--- src/rtl/crhs_pkg.sv ---
// ----------------------------------------------------------------------------
// crhs_pkg
// Shared types and constants for the channel RSSI histogram smoother.
// ----------------------------------------------------------------------------
package crhs_pkg;

    localparam int NumChannels = 13;
    localparam int IdxW        = (NumChannels > 1) ? $clog2(NumChannels) : 1;

    localparam int ChanW    = 4;
    localparam int RssiW    = 8;
    localparam int LevelW   = 6;
    localparam int ColorW   = 16;
    localparam int KindW    = 2;
    localparam int CfgAddrW = 1;
    localparam int CfgDataW = 6;

    // Input item kinds
    localparam logic [KindW-1:0] KindReport = 2'd0;
    localparam logic [KindW-1:0] KindCommit = 2'd1;
    localparam logic [KindW-1:0] KindLive   = 2'd2;

    // Configuration register indexes
    localparam logic [CfgAddrW-1:0] CfgEnable    = 1'd0;
    localparam logic [CfgAddrW-1:0] CfgMaxHeight = 1'd1;

    // Entry update operations
    typedef logic [1:0] t_op;
    localparam t_op OpReport = 2'd0;
    localparam t_op OpCommit = 2'd1;
    localparam t_op OpLive   = 2'd2;

    localparam logic signed [RssiW-1:0] PeakReset      = -8'sd127;
    localparam logic [LevelW-1:0]       MaxHeightReset = 6'd50;

    typedef logic [IdxW-1:0] t_idx;

    typedef struct packed {
        logic signed [RssiW-1:0] peak;
        logic [LevelW-1:0]       level;
    } t_entry;

    localparam t_entry EntryReset = '{peak: PeakReset, level: '0};

    // Request from the sequencer to the channel memory
    typedef struct packed {
        logic   clr;
        logic   rd_en;
        t_idx   rd_addr;
        logic   wr_en;
        t_idx   wr_addr;
        t_entry wr_data;
    } t_mem_req;

endpackage

--- src/rtl/crhs_mem.sv ---
// ----------------------------------------------------------------------------
// crhs_mem
// Per-channel entry memory: one write and one registered read per cycle,
// with valid bits so that unwritten entries read as their reset value.
// ----------------------------------------------------------------------------
module crhs_mem (
    input  logic              i_clk,
    input  logic              i_rst_n,
    input  crhs_pkg::t_mem_req i_req,
    output crhs_pkg::t_entry   o_rd_data
);
    import crhs_pkg::*;

    t_entry                 r_mem [NumChannels];
    logic [NumChannels-1:0] r_valid;
    t_entry                 r_rd_data;
    logic                   r_rd_hit;

    always_ff @(posedge i_clk) begin
        if (!i_rst_n || i_req.clr) begin
            r_valid <= '0;
        end else if (i_req.wr_en) begin
            r_valid[i_req.wr_addr] <= 1'b1;
        end
    end

    always_ff @(posedge i_clk) begin
        if (i_req.wr_en) begin
            r_mem[i_req.wr_addr] <= i_req.wr_data;
        end
    end

    always_ff @(posedge i_clk) begin
        if (i_req.rd_en) begin
            r_rd_data <= r_mem[i_req.rd_addr];
            r_rd_hit  <= r_valid[i_req.rd_addr];
        end
    end

    assign o_rd_data = r_rd_hit ? r_rd_data : EntryReset;

endmodule

--- src/rtl/crhs_upd.sv ---
// ----------------------------------------------------------------------------
// crhs_upd
// Entry update: peak hold for reports, bar mapping and (2*old+bar)/3 blend
// for commits and live samples.
// ----------------------------------------------------------------------------
module crhs_upd (
    input  crhs_pkg::t_op                          i_op,
    input  logic signed [crhs_pkg::RssiW-1:0]      i_rssi,
    input  crhs_pkg::t_entry                       i_rd,
    output crhs_pkg::t_entry                       o_wr,
    output logic                                   o_wr_need
);
    import crhs_pkg::*;

    // Map dBm to a 0..63 bar: (r+100)*63/70 = 9x/10, /10 as *205>>11
    function automatic logic [LevelW-1:0] f_to_bar(input logic signed [RssiW-1:0] r);
        logic signed [8:0] s;
        logic [9:0]        n;
        logic [17:0]       p;
        s = 9'(r) + 9'sd100;
        n = 10'(s[6:0]) * 10'd9;
        p = 18'(n) * 18'd205;
        if (r >= -8'sd30) return 6'd63;
        if (r <= -8'sd100) return 6'd0;
        return p[16:11];
    endfunction

    // (2*old+bar)/3, /3 as *171>>9
    function automatic logic [LevelW-1:0] f_blend(input logic [LevelW-1:0] old_lvl,
                                                  input logic [LevelW-1:0] bar);
        logic [8:0]  n;
        logic [15:0] p;
        n = {2'b00, old_lvl, 1'b0} + 9'(bar);
        p = 16'(n) * 16'd171;
        return p[14:9];
    endfunction

    logic signed [RssiW-1:0] w_src;
    logic [LevelW-1:0]       w_bar;
    logic [LevelW-1:0]       w_lvl;

    assign w_src = (i_op == OpLive) ? i_rssi : i_rd.peak;
    assign w_bar = f_to_bar(w_src);
    assign w_lvl = f_blend(i_rd.level, w_bar);

    always_comb begin
        case (i_op)
            OpReport: begin
                o_wr      = '{peak: i_rssi, level: i_rd.level};
                o_wr_need = (i_rssi > i_rd.peak);
            end
            OpCommit: begin
                o_wr      = '{peak: PeakReset, level: w_lvl};
                o_wr_need = 1'b1;
            end
            OpLive: begin
                o_wr      = '{peak: i_rd.peak, level: w_lvl};
                o_wr_need = 1'b1;
            end
            default: begin
                o_wr      = i_rd;
                o_wr_need = 1'b0;
            end
        endcase
    end

endmodule

--- src/rtl/crhs_disp.sv ---
// ----------------------------------------------------------------------------
// crhs_disp
// Display stage: clamp the level to the height limit and build the RGB565
// color ramp for that height.
// ----------------------------------------------------------------------------
module crhs_disp (
    input  logic [crhs_pkg::LevelW-1:0] i_level,
    input  logic [crhs_pkg::LevelW-1:0] i_max_height,
    output logic [crhs_pkg::LevelW-1:0] o_height,
    output logic [crhs_pkg::ColorW-1:0] o_color
);
    import crhs_pkg::*;

    // Blue-to-magenta-to-red ramp; 255*d/24 as 85*d>>3, 255*d/22 as *2979>>16
    function automatic logic [ColorW-1:0] f_ramp(input logic [LevelW-1:0] h);
        logic [4:0]  d;
        logic [10:0] p85;
        logic [7:0]  t;
        logic [12:0] m;
        logic [23:0] p22;
        logic [7:0]  u;
        d   = 5'(h - 6'd16);
        p85 = 11'(d) * 11'd85;
        t   = p85[10:3];
        if (h <= 6'd15) return {11'b0, h[1:0], 3'b000};
        if (h <= 6'd40) return {5'h1F, 3'b000, t[7:5], t[5:1]};
        d   = 5'(h - 6'd41);
        m   = 13'(d) * 13'd255;
        p22 = 24'(m) * 24'd2979;
        u   = ~p22[23:16];
        return {5'h1F, 5'b00000, u[7], u[4:0]};
    endfunction

    assign o_height = (i_level > i_max_height) ? i_max_height : i_level;
    assign o_color  = f_ramp(o_height);

endmodule

--- src/rtl/channel_rssi_histogram_smoother.sv ---
// ----------------------------------------------------------------------------
// channel_rssi_histogram_smoother
// Per-channel RSSI peak hold with smoothed bar levels and display colors.
// ----------------------------------------------------------------------------
// Usage:
//   Input channel (i_in_valid / o_in_stall) carries kind, channel, rssi.
//   A scan report updates the held peak of its channel; an end-of-scan commit
//   walks all channels, blends each peak into its level and emits one result
//   per channel (o_last on the final one); a live sample blends one channel
//   and emits one result. Bad channels, kind three and commits with no report
//   since the last commit give no result.
//   Output channel (o_out_valid / i_out_stall) carries one result per transfer.
//   One item is handled at a time. A report reads the memory, then writes
//   back. A live sample reads its entry, then writes it back as it loads the
//   output register; a commit does so for each channel in turn. Both pause
//   while a result in the output register stays stalled.
//   A stalled result holds in the output register; the walk pauses until it
//   moves, and a new item is still taken once the walk has finished.
//   Reset: enable 1, max_height 50, all peaks -127, all levels zero.
//   Writing enable 0 clears peaks, levels and the report flag at once;
//   while disabled every item is taken and dropped.
// ----------------------------------------------------------------------------
module channel_rssi_histogram_smoother (
    input  logic                                  i_clk,
    input  logic                                  i_rst_n,
    // configuration
    input  logic                                  i_cfg_we,
    input  logic [crhs_pkg::CfgAddrW-1:0]         i_cfg_addr,
    input  logic [crhs_pkg::CfgDataW-1:0]         i_cfg_data,
    // input items
    input  logic                                  i_in_valid,
    output logic                                  o_in_stall,
    input  logic [crhs_pkg::KindW-1:0]            i_kind,
    input  logic [crhs_pkg::ChanW-1:0]            i_channel,
    input  logic signed [crhs_pkg::RssiW-1:0]     i_rssi,
    // results
    output logic                                  o_out_valid,
    input  logic                                  i_out_stall,
    output logic [crhs_pkg::ChanW-1:0]            o_out_channel,
    output logic [crhs_pkg::LevelW-1:0]           o_level,
    output logic [crhs_pkg::LevelW-1:0]           o_height,
    output logic [crhs_pkg::ColorW-1:0]           o_color,
    output logic                                  o_last
);
    import crhs_pkg::*;

    localparam logic [1:0] StIdle   = 2'd0;
    localparam logic [1:0] StReport = 2'd1;
    localparam logic [1:0] StCalc   = 2'd2;

    // Sequencer state
    logic [1:0]              r_state, n_state;
    t_idx                    r_idx, n_idx;
    t_op                     r_op, n_op;
    logic signed [RssiW-1:0] r_rssi, n_rssi;
    logic                    r_any, n_any;
    logic                    r_enable, n_enable;
    logic [LevelW-1:0]       r_max_height, n_max_height;

    // Output register
    logic                    r_out_valid, n_out_valid;
    logic [ChanW-1:0]        r_out_chan;
    logic [LevelW-1:0]       r_out_level;
    logic                    r_out_last;

    t_mem_req                w_req;
    t_entry                  w_rd;
    t_entry                  w_wr;
    logic                    w_wr_need;
    logic                    w_in_acc;
    logic                    w_out_free;
    logic                    w_ch_ok;
    t_idx                    w_ch_idx;
    logic                    w_load;
    logic                    w_load_last;

    assign o_in_stall = (r_state != StIdle);
    assign w_in_acc   = i_in_valid && !o_in_stall;
    assign w_out_free = !r_out_valid || !i_out_stall;
    assign w_ch_ok    = (i_channel >= ChanW'(1)) && (i_channel <= ChanW'(NumChannels));
    assign w_ch_idx   = IdxW'(i_channel - ChanW'(1));

    crhs_mem u_mem (
        .i_clk     (i_clk),
        .i_rst_n   (i_rst_n),
        .i_req     (w_req),
        .o_rd_data (w_rd)
    );

    crhs_upd u_upd (
        .i_op      (r_op),
        .i_rssi    (r_rssi),
        .i_rd      (w_rd),
        .o_wr      (w_wr),
        .o_wr_need (w_wr_need)
    );

    crhs_disp u_disp (
        .i_level      (r_out_level),
        .i_max_height (r_max_height),
        .o_height     (o_height),
        .o_color      (o_color)
    );

    always_comb begin
        n_state      = r_state;
        n_idx        = r_idx;
        n_op         = r_op;
        n_rssi       = r_rssi;
        n_any        = r_any;
        n_enable     = r_enable;
        n_max_height = r_max_height;
        w_load       = 1'b0;
        w_load_last  = 1'b0;

        w_req         = '0;
        w_req.rd_addr = r_idx;
        w_req.wr_addr = r_idx;
        w_req.wr_data = w_wr;

        unique case (r_state)
            StIdle: begin
                if (w_in_acc && r_enable) begin
                    unique case (i_kind)
                        KindReport: begin
                            // A report on any channel arms the next commit
                            n_any = 1'b1;
                            if (w_ch_ok) begin
                                w_req.rd_en   = 1'b1;
                                w_req.rd_addr = w_ch_idx;
                                n_idx         = w_ch_idx;
                                n_rssi        = i_rssi;
                                n_op          = OpReport;
                                n_state       = StReport;
                            end
                        end
                        KindCommit: begin
                            if (r_any) begin
                                w_req.rd_en   = 1'b1;
                                w_req.rd_addr = '0;
                                n_idx         = '0;
                                n_op          = OpCommit;
                                n_any         = 1'b0;
                                n_state       = StCalc;
                            end
                        end
                        KindLive: begin
                            if (w_ch_ok) begin
                                w_req.rd_en   = 1'b1;
                                w_req.rd_addr = w_ch_idx;
                                n_idx         = w_ch_idx;
                                n_rssi        = i_rssi;
                                n_op          = OpLive;
                                n_state       = StCalc;
                            end
                        end
                        default: begin
                            // drop unused kind
                        end
                    endcase
                end
            end
            StReport: begin
                // Write back only when the new report beats the held peak
                w_req.wr_en = w_wr_need;
                n_state     = StIdle;
            end
            StCalc: begin
                // Hold read data until the output register can take a result
                if (w_out_free) begin
                    w_req.wr_en = 1'b1;
                    w_load      = 1'b1;
                    w_load_last = (r_op == OpLive) || (r_idx == t_idx'(NumChannels - 1));
                    if (w_load_last) begin
                        n_state = StIdle;
                    end else begin
                        n_idx         = t_idx'(r_idx + 1'b1);
                        w_req.rd_en   = 1'b1;
                        w_req.rd_addr = t_idx'(r_idx + 1'b1);
                    end
                end
            end
            default: begin
                n_state = StIdle;
            end
        endcase

        if (i_cfg_we) begin
            unique case (i_cfg_addr)
                CfgEnable: begin
                    n_enable = i_cfg_data[0];
                    if (!i_cfg_data[0]) begin
                        w_req.clr = 1'b1;
                        n_any     = 1'b0;
                    end
                end
                CfgMaxHeight: begin
                    n_max_height = i_cfg_data[LevelW-1:0];
                end
                default: begin
                end
            endcase
        end
    end

    assign n_out_valid = w_load || (r_out_valid && i_out_stall);

    always_ff @(posedge i_clk) begin
        if (!i_rst_n) begin
            r_state      <= StIdle;
            r_any        <= 1'b0;
            r_enable     <= 1'b1;
            r_max_height <= MaxHeightReset;
            r_out_valid  <= 1'b0;
        end else begin
            r_state      <= n_state;
            r_any        <= n_any;
            r_enable     <= n_enable;
            r_max_height <= n_max_height;
            r_out_valid  <= n_out_valid;
        end
    end

    always_ff @(posedge i_clk) begin
        r_idx  <= n_idx;
        r_op   <= n_op;
        r_rssi <= n_rssi;
        if (w_load) begin
            r_out_chan  <= ChanW'(r_idx) + ChanW'(1);
            r_out_level <= w_wr.level;
            r_out_last  <= w_load_last;
        end
    end

    assign o_out_valid   = r_out_valid;
    assign o_out_channel = r_out_chan;
    assign o_level       = r_out_level;
    assign o_last        = r_out_last;

endmodule

--- config.mk ---
export PLATFORM = sky130hd
export DESIGN_NAME = channel_rssi_histogram_smoother
export DESIGN_NICKNAME = d
export VERILOG_FILES = /design/src/rtl/crhs_pkg.sv /design/src/rtl/crhs_mem.sv /design/src/rtl/crhs_upd.sv /design/src/rtl/crhs_disp.sv /design/src/rtl/channel_rssi_histogram_smoother.sv
export SDC_FILE = /design/constraint.sdc
export NUM_CORES = 1
export LEC_CHECK = 0
export BUFFER_PORTS_ARGS = -buffer_cell sky130_fd_sc_hd__buf_2
export CORE_MARGIN = 1
export CORE_UTILIZATION = 64
export CTS_CLUSTER_SIZE = 8
export DETAILED_ROUTE_END_ITERATION = 6
export PLACE_DENSITY = 0.82
export SETUP_SLACK_MARGIN = 0.2
export SLEW_MARGIN = 20
export SYNTH_ARGS = -nofsm -noshare
export SYNTH_HDL_FRONTEND = slang
export SYNTH_SLANG_ARGS = --single-unit
export TNS_END_PERCENT = 1
--- constraint.sdc ---
create_clock -name i_clk -period 14.8 [get_ports i_clk]
set_clock_uncertainty 0.15 [all_clocks]
set_input_delay 0.74 -clock i_clk [delete_from_list [all_inputs] [get_ports i_clk]]
set_output_delay 0.74 -clock i_clk [all_outputs]
set_load 0.02 [all_outputs]
### After elaboration in Yosys (flattened, before gate mapping)

Memories as Yosys holds them, arrays and structs flattened. A register that Yosys moved wholly into a read port is not among the register bits.
Cells that the tools add are included.

| storage, ports and cells | value |
|---|---|
| word-level logic and storage cells | 150 |
| memory bits (writable) | 182 |
| input bits | 26 |
| output and inout port bits | 35 |
| register bits after elaboration | 50 |
| memories | 1 |

Memory list:

| name | depth | bits a word | rd ports | clocked after memory_dff | write ports | RTL line | source |
|---|---|---|---|---|---|---|---|
| u_mem.r_mem | 13 | 14 | 1 | 1 | 1 | crhs_mem.sv:14 | `t_entry r_mem [NumChannels];` |

| cells by class | value |
|---|---|
| multiplexer cells | 62 |
| multiply operators | 6 |
| add/subtract/negate cells | 6 |
| magnitude comparators | 11 |
| bitwise gates (word level) | 3 |
| reductions and logical operators | 28 |
| equality and inequality tests | 20 |

Operators with widths:

| cell | count |
|---|---|
| $mux 16 | 4 |
| $pmux 14 s3 | 1 |
| $mux 6 | 6 |
| $mul 13x12->24 const B | 1 |
| $mux 1 | 20 |
| $mux 4 | 5 |
| $mux 5 | 4 |
| $pmux 5 s2 | 2 |
| $mul 10x8->17 const B | 1 |
| $mux 2 | 8 |
| $pmux 4 s2 | 2 |
| $mul 9x8->15 const B | 1 |
| $mux 14 | 1 |
| $ne 2x2->1 const B | 7 |
| $reduce_and 7->1 | 2 |
| $mul 5x8->13 const B | 1 |
| $or 13x13->13 | 1 |
| $ne 3x3->1 const B | 4 |
| $pmux 2 s3 | 2 |
| $mul 5x7->11 const B | 1 |
| $lt 4x5->1 const B | 2 |
| $mul 7x4->10 const B | 1 |
| $add 7x6->8 | 1 |
| $ge 4x1->1 const B | 2 |
| other kinds (34) | 56 |

### Depth between registers and ports, before layout

| depth | value |
|---|---|
| depth in word-level cells | 10 |
| gate-level depth with buffers | 53 |
| gate-level depth less buffers | 52 |

### Modules after synthesis

Synthesis repeated with hierarchy kept, for this count alone.

| unflattened totals | value |
|---|---|
| cells, all modules | 1,488 |
| area total of the unflattened synthesis | 18,013.5 µm² |

By module, submodules not included:

| module | instances | cells each | seq. area each (µm²) | area an instance (µm²) |
|---|---|---|---|---|
| crhs_mem | 1 | 392 | 6,175.9 | 8,041.5 |
| crhs_disp | 1 | 483 | 0.0 | 4,394.2 |
| crhs_upd | 1 | 450 | 0.0 | 3,739.8 |
| channel_rssi_histogram_smoother | 1 | 163 | 970.9 | 1,838.0 |

### Worst setup path after synthesis

Ideal clock, no wire load.

| timing path | value |
|---|---|
| path type | reg2out |
| start point | reg r_out_level[2], in the netlist o_level[2] |
| end point | out o_color[5] (netlist name) |
| arrival time | 10.833 ns |
| cell stages (with the launch flop) | 43 |
| data required time | 13.910 ns |
| buffers on the path | 1 |
| setup slack | 3.077 ns |
| path through | edfxtp_1 -> ha_1 -> and3b_1 -> o21ai_1 -> a32o_1 -> or2_2 -> clkbuf_1 -> inv_1 -> ha_1 -> nand2_1 -> nand2_1 -> xnor2_1 -> inv_1 -> fa_1 -> inv_1 -> fa_1 -> fa_1 -> inv_1 -> [... 7 more ...] -> a21oi_1 -> xnor2_1 -> ha_1 -> fa_1 -> inv_1 -> fa_1 -> inv_1 -> fa_1 -> ha_1 -> a21o_1 -> a21o_1 -> a21oi_1 -> a21oi_1 -> a211oi_1 -> o22ai_1 -> o311ai_0 -> o21ai_0 -> a211oi_1 |

| on the way | value |
|---|---|
| word-level cells in the longest chain between the ends | 8 |
| elaborated cells on any way between the ends | 16 |
| those cells by class | add/sub: 2; mul: 3; order compare: 3; mux: 7; bitwise: 1 |

Ends and longest elaborated chain:

| what | RTL line | source |
|---|---|---|
| start: declaration | channel_rssi_histogram_smoother.sv:63 | `logic [LevelW-1:0] r_out_level;` |
| start signal: assignment | channel_rssi_histogram_smoother.sv:230 | `r_out_level <= w_wr.level;` |
| $gt 6x6->1 * | crhs_disp.sv:34 | `assign o_height = (i_level > i_max_height) ? i_max_height : i_level;` |
| $mux 6 * | crhs_disp.sv:34 |  |
| via o_height, one bit | channel_rssi_histogram_smoother.sv:41 | `output logic [crhs_pkg::LevelW-1:0] o_height,` |
| $sub 5x4->5 | crhs_disp.sv:27 | `d = 5'(h - 6'd41);` |
| $mul 5x8->13 | crhs_disp.sv:28 | `m = 13'(d) * 13'd255;` |
| $mul 13x12->24 | crhs_disp.sv:29 | `p22 = 24'(m) * 24'd2979;` |
| $not 8->8 | crhs_disp.sv:30 | `u = ~p22[23:16];` |
| $mux 16 | crhs_disp.sv:27 |  |
| $mux 16 * | crhs_disp.sv:26 | `if (h <= 6'd40) return {5'h1F, 3'b000, t[7:5], t[5:1]};` |
| end: declaration | channel_rssi_histogram_smoother.sv:42 | `output logic [crhs_pkg::ColorW-1:0] o_color,` |

Mark *: on every way through the listed nets, which the timed path passes. The rest lies on a longest branch. The select of a mux whose other input is x is not followed.

==> results.md <==
* Status: completed
* Reg-to-reg setup timing slack at 2.26 ns
* Number of port buffers at between 50 and 60
* Number of global-route vias before repair at 13,300
* Setup TNS at 0 ns
* Post-CTS Resized at 0
* Share of post-route cells with drive strength above 1 at approximately 8.0%
* Async SR Flop Fraction at 0%
* Die width at roughly 170 um
* First-pass GRT wire length at 68,000 um
* # DRC at 0
* CTS buffer count at 36
* Hold Path Stages at 1
* Vias/cell at about 6.0
* Worst R2R End: u_mem.r_mem[3][5]$_DFFE_PP_
* Layout area overhead at 9.47%
* Clock Latency Late Sink at 0.51 ns
* Starting density of the core at about 66%
* Hold buffer count at cts at 0
* Critical-path maximum fanout at 23
* TritonCTS clock tree: built
* Reg2Reg Launch Point: r_op[0]$_DFFE_PP_
* Die ar. at 28,600 um2
* HP Class: primary input to flip-flop
* Number of synthesized register bits at around 250
* Post-DRT Antenna Nets at 0
* Row cnt at 60
* Max-slew headroom at between 20% and 30%
* CTS Root Buffer Type: clkbuf_16
* Total wire length at 42,200 um
* Synth cell types at 71
* Final Cycle Share at a little over four fifths
* Gp weighted congestion at 0.921
* Worst path slowest cell: fa_1
* Shortest period the worst path allows at between 10 and 15 ns
* Kind of critical path: flip-flop to flip-flop
* Diode count at 0
* # H-tree levels at 2
* Synthesized area per cell at 10.4 um2
* IO Pins at 61
* Starting DRT DRC Count at 1,067
* Reg2Reg Depth at 47
* Ys flop type: edfxtp_1
* Worst EP arrival at 12.61 ns
* CORE AREA at 27,200 um2
* Via Count at 13,100
* Total GRT Usage at a little under a third
* Synth Instances at 1,721
* CTS Sinks at 246
* CTS Buffer Depth at 3
* Nets at around 2,100
* Slew Limit Fails at 0
* CP required at 14.86 ns
* Hold EP: r_rssi[3]$_DFFE_PP_
* Slew @ Worst Pin at around 1.1 ns
* Max Fclk at approximately 80 MHz
* Fillers at roughly 1,900
* Initial antenna violation count at 0
* CP bufs+invs at 10
* Reg clk slew, reported paths at 0.05 ns
* Post-synth EDFFs at 222
* Sequential-to-total area share from yosys stat at ~40%
* RSZ-0062 raised after global routing: false
* Worst hold start: i_rssi[3]
* GR Overflow Total at 0
* Most used cell, CP: inv_1
* Startpoint class of the critical path: flip-flop
* CP peak stage delay at 0.55 ns
* Max-cap viol count at 0
* Hpwl dp at 29,900 um
* Number of synthesis warnings at 0
* CP top delay family: adder cells
* Wirelength per Cell at 19.5 um
* Die Y-Extent at 169 um
* Final Hold Fails at 0
* Post-CTS setup buffer count at 0
* Critical Path End Type: flip-flop
* Final setup viols at 0
* Largest net degree at the start of global routing at a little under 90
* Drt first pass iters at 5
* Area of the mapped netlist at approximately 18,000 um2
cell type report:
class / instances / area [um2] / share of cell area [%]
Clock buffer: 47 / 942 / 4.81
Clock inverter: 4 / 48.8 / 0.249
Inverter: 200 / 751 / 3.83
Multi-Input combinational cell: 1213 / 9760 / 49.8
Sequential cell: 246 / 7150 / 36.5
Tap cell: 372 / 465 / 2.38
Timing Repair Buffer: 81 / 465 / 2.38
through the flow:
step / hold slack, ns / util, % / std cells / area [um2] / worst slack [ns]
floorplan: 0.274 / - / 1723 / 17900 / 3.08
global placement: 0.283 / 68.4 / 2112 / 18600 / 2.38
detailed placement: 0.294 / 68.4 / 2112 / 18600 / 2.22
CTS: 0.245 / 72.0 / 2163 / 19600 / 2.17
global route: 0.239 / 72.0 / 2163 / 19600 / 1.46
finish: 0.259 / 72.0 / 2163 / 19600 / 2.26
per-layer routing:
metal	part of all wire (%)	up-vias	global-route usage, %	wire length (um)
met3	7.0	116	3.82	2950
li1	-	6112	-	-
met2	49	547	52.3	20700
met5	0	-	0	0
met1	40	6291	39.2	17000
met4	3.8	0	13.6	1590
worst max path at each step:
stage                              start                           end  cells after the start
floorplan           o_level[2]$_DFFE_PP_                    o_color[5]                     42
CTS                    r_op[0]$_DFFE_PP_  u_mem.r_mem[10][1]$_DFFE_PP_                     47
global route        o_level[2]$_DFFE_PP_                    o_color[5]                     41
detailed placement     r_op[0]$_DFFE_PP_  u_mem.r_mem[12][1]$_DFFE_PP_                     47
global placement       r_op[0]$_DFFE_PP_   u_mem.r_mem[4][1]$_DFFE_PP_                     47
finish                 r_op[0]$_DFFE_PP_   u_mem.r_mem[3][5]$_DFFE_PP_                     47
sequential cells by signal (all words and copies together), names as in the netlist:
signal,flops
o_last,1
o_level,6
o_out_channel,4
o_out_valid,1
r_any,1
r_enable,1
r_idx,4
r_max_height,6
r_op,2
r_rssi,8
r_state,2
u_mem.r_mem,182
u_mem.r_rd_data,14
u_mem.r_rd_hit,1
u_mem.r_valid,13
cell usage in the layout (no fill, tap or decap), types with 24 or more instances in the layout:
cell / n
a21oi_1: 65
buf_2: 57
buf_4: 24
clkbuf_16: 36
dfxtp_1: 24
edfxtp_1: 222
fa_1: 84
ha_1: 247
inv_1: 200
nand2_1: 254
nand3_1: 157
nor2_1: 40
o21ai_0: 40
xnor2_1: 37
xor2_1: 26
cell usage after synthesis (8+ instances only):
| master | n | area (um2) |
|---|---|---|
| fa_1 | 84 | 1680 |
| nor3_1 | 13 | 65.1 |
| a21o_1 | 20 | 150 |
| or3_1 | 9 | 56.3 |
| xor2_1 | 26 | 228 |
| and3_1 | 8 | 50.1 |
| nand4_1 | 9 | 56.3 |
| nor2_1 | 40 | 150 |
| and2_1 | 13 | 81.3 |
| a21oi_1 | 66 | 330 |
| buf_2 | 20 | 100 |
| a32oi_1 | 14 | 123 |
| nor2b_1 | 19 | 119 |
| o21ai_0 | 41 | 205 |
| o31ai_1 | 10 | 75.1 |
| a31oi_1 | 8 | 50.1 |
| o21a_1 | 13 | 97.6 |
| buf_4 | 9 | 67.6 |
| edfxtp_1 | 222 | 6670 |
| inv_1 | 200 | 751 |
| ha_1 | 247 | 3090 |
| nand3_1 | 157 | 786 |
| o21ai_1 | 9 | 45.0 |
| dfxtp_1 | 24 | 480 |
| clkbuf_1 | 34 | 128 |
| xnor2_1 | 37 | 324 |
| nand2_1 | 255 | 957 |
| mux2i_1 | 12 | 120 |
kinds of logic after synthesis:
group | count (synthesis) | synth area share [%]
fa+ha+maj | 331 | 26.7
other cells | 1 | 0.0210
xor+xnor | 63 | 3.09
flops | 246 | 40.0
compound gates | 243 | 9.11
buf+inv | 264 | 5.87
mux | 12 | 0.672
simple gates | 561 | 14.6
Power is left out: the tool's default activity adds up to more than one toggle a clock period on the data nets, which glitch-free logic cannot reach.
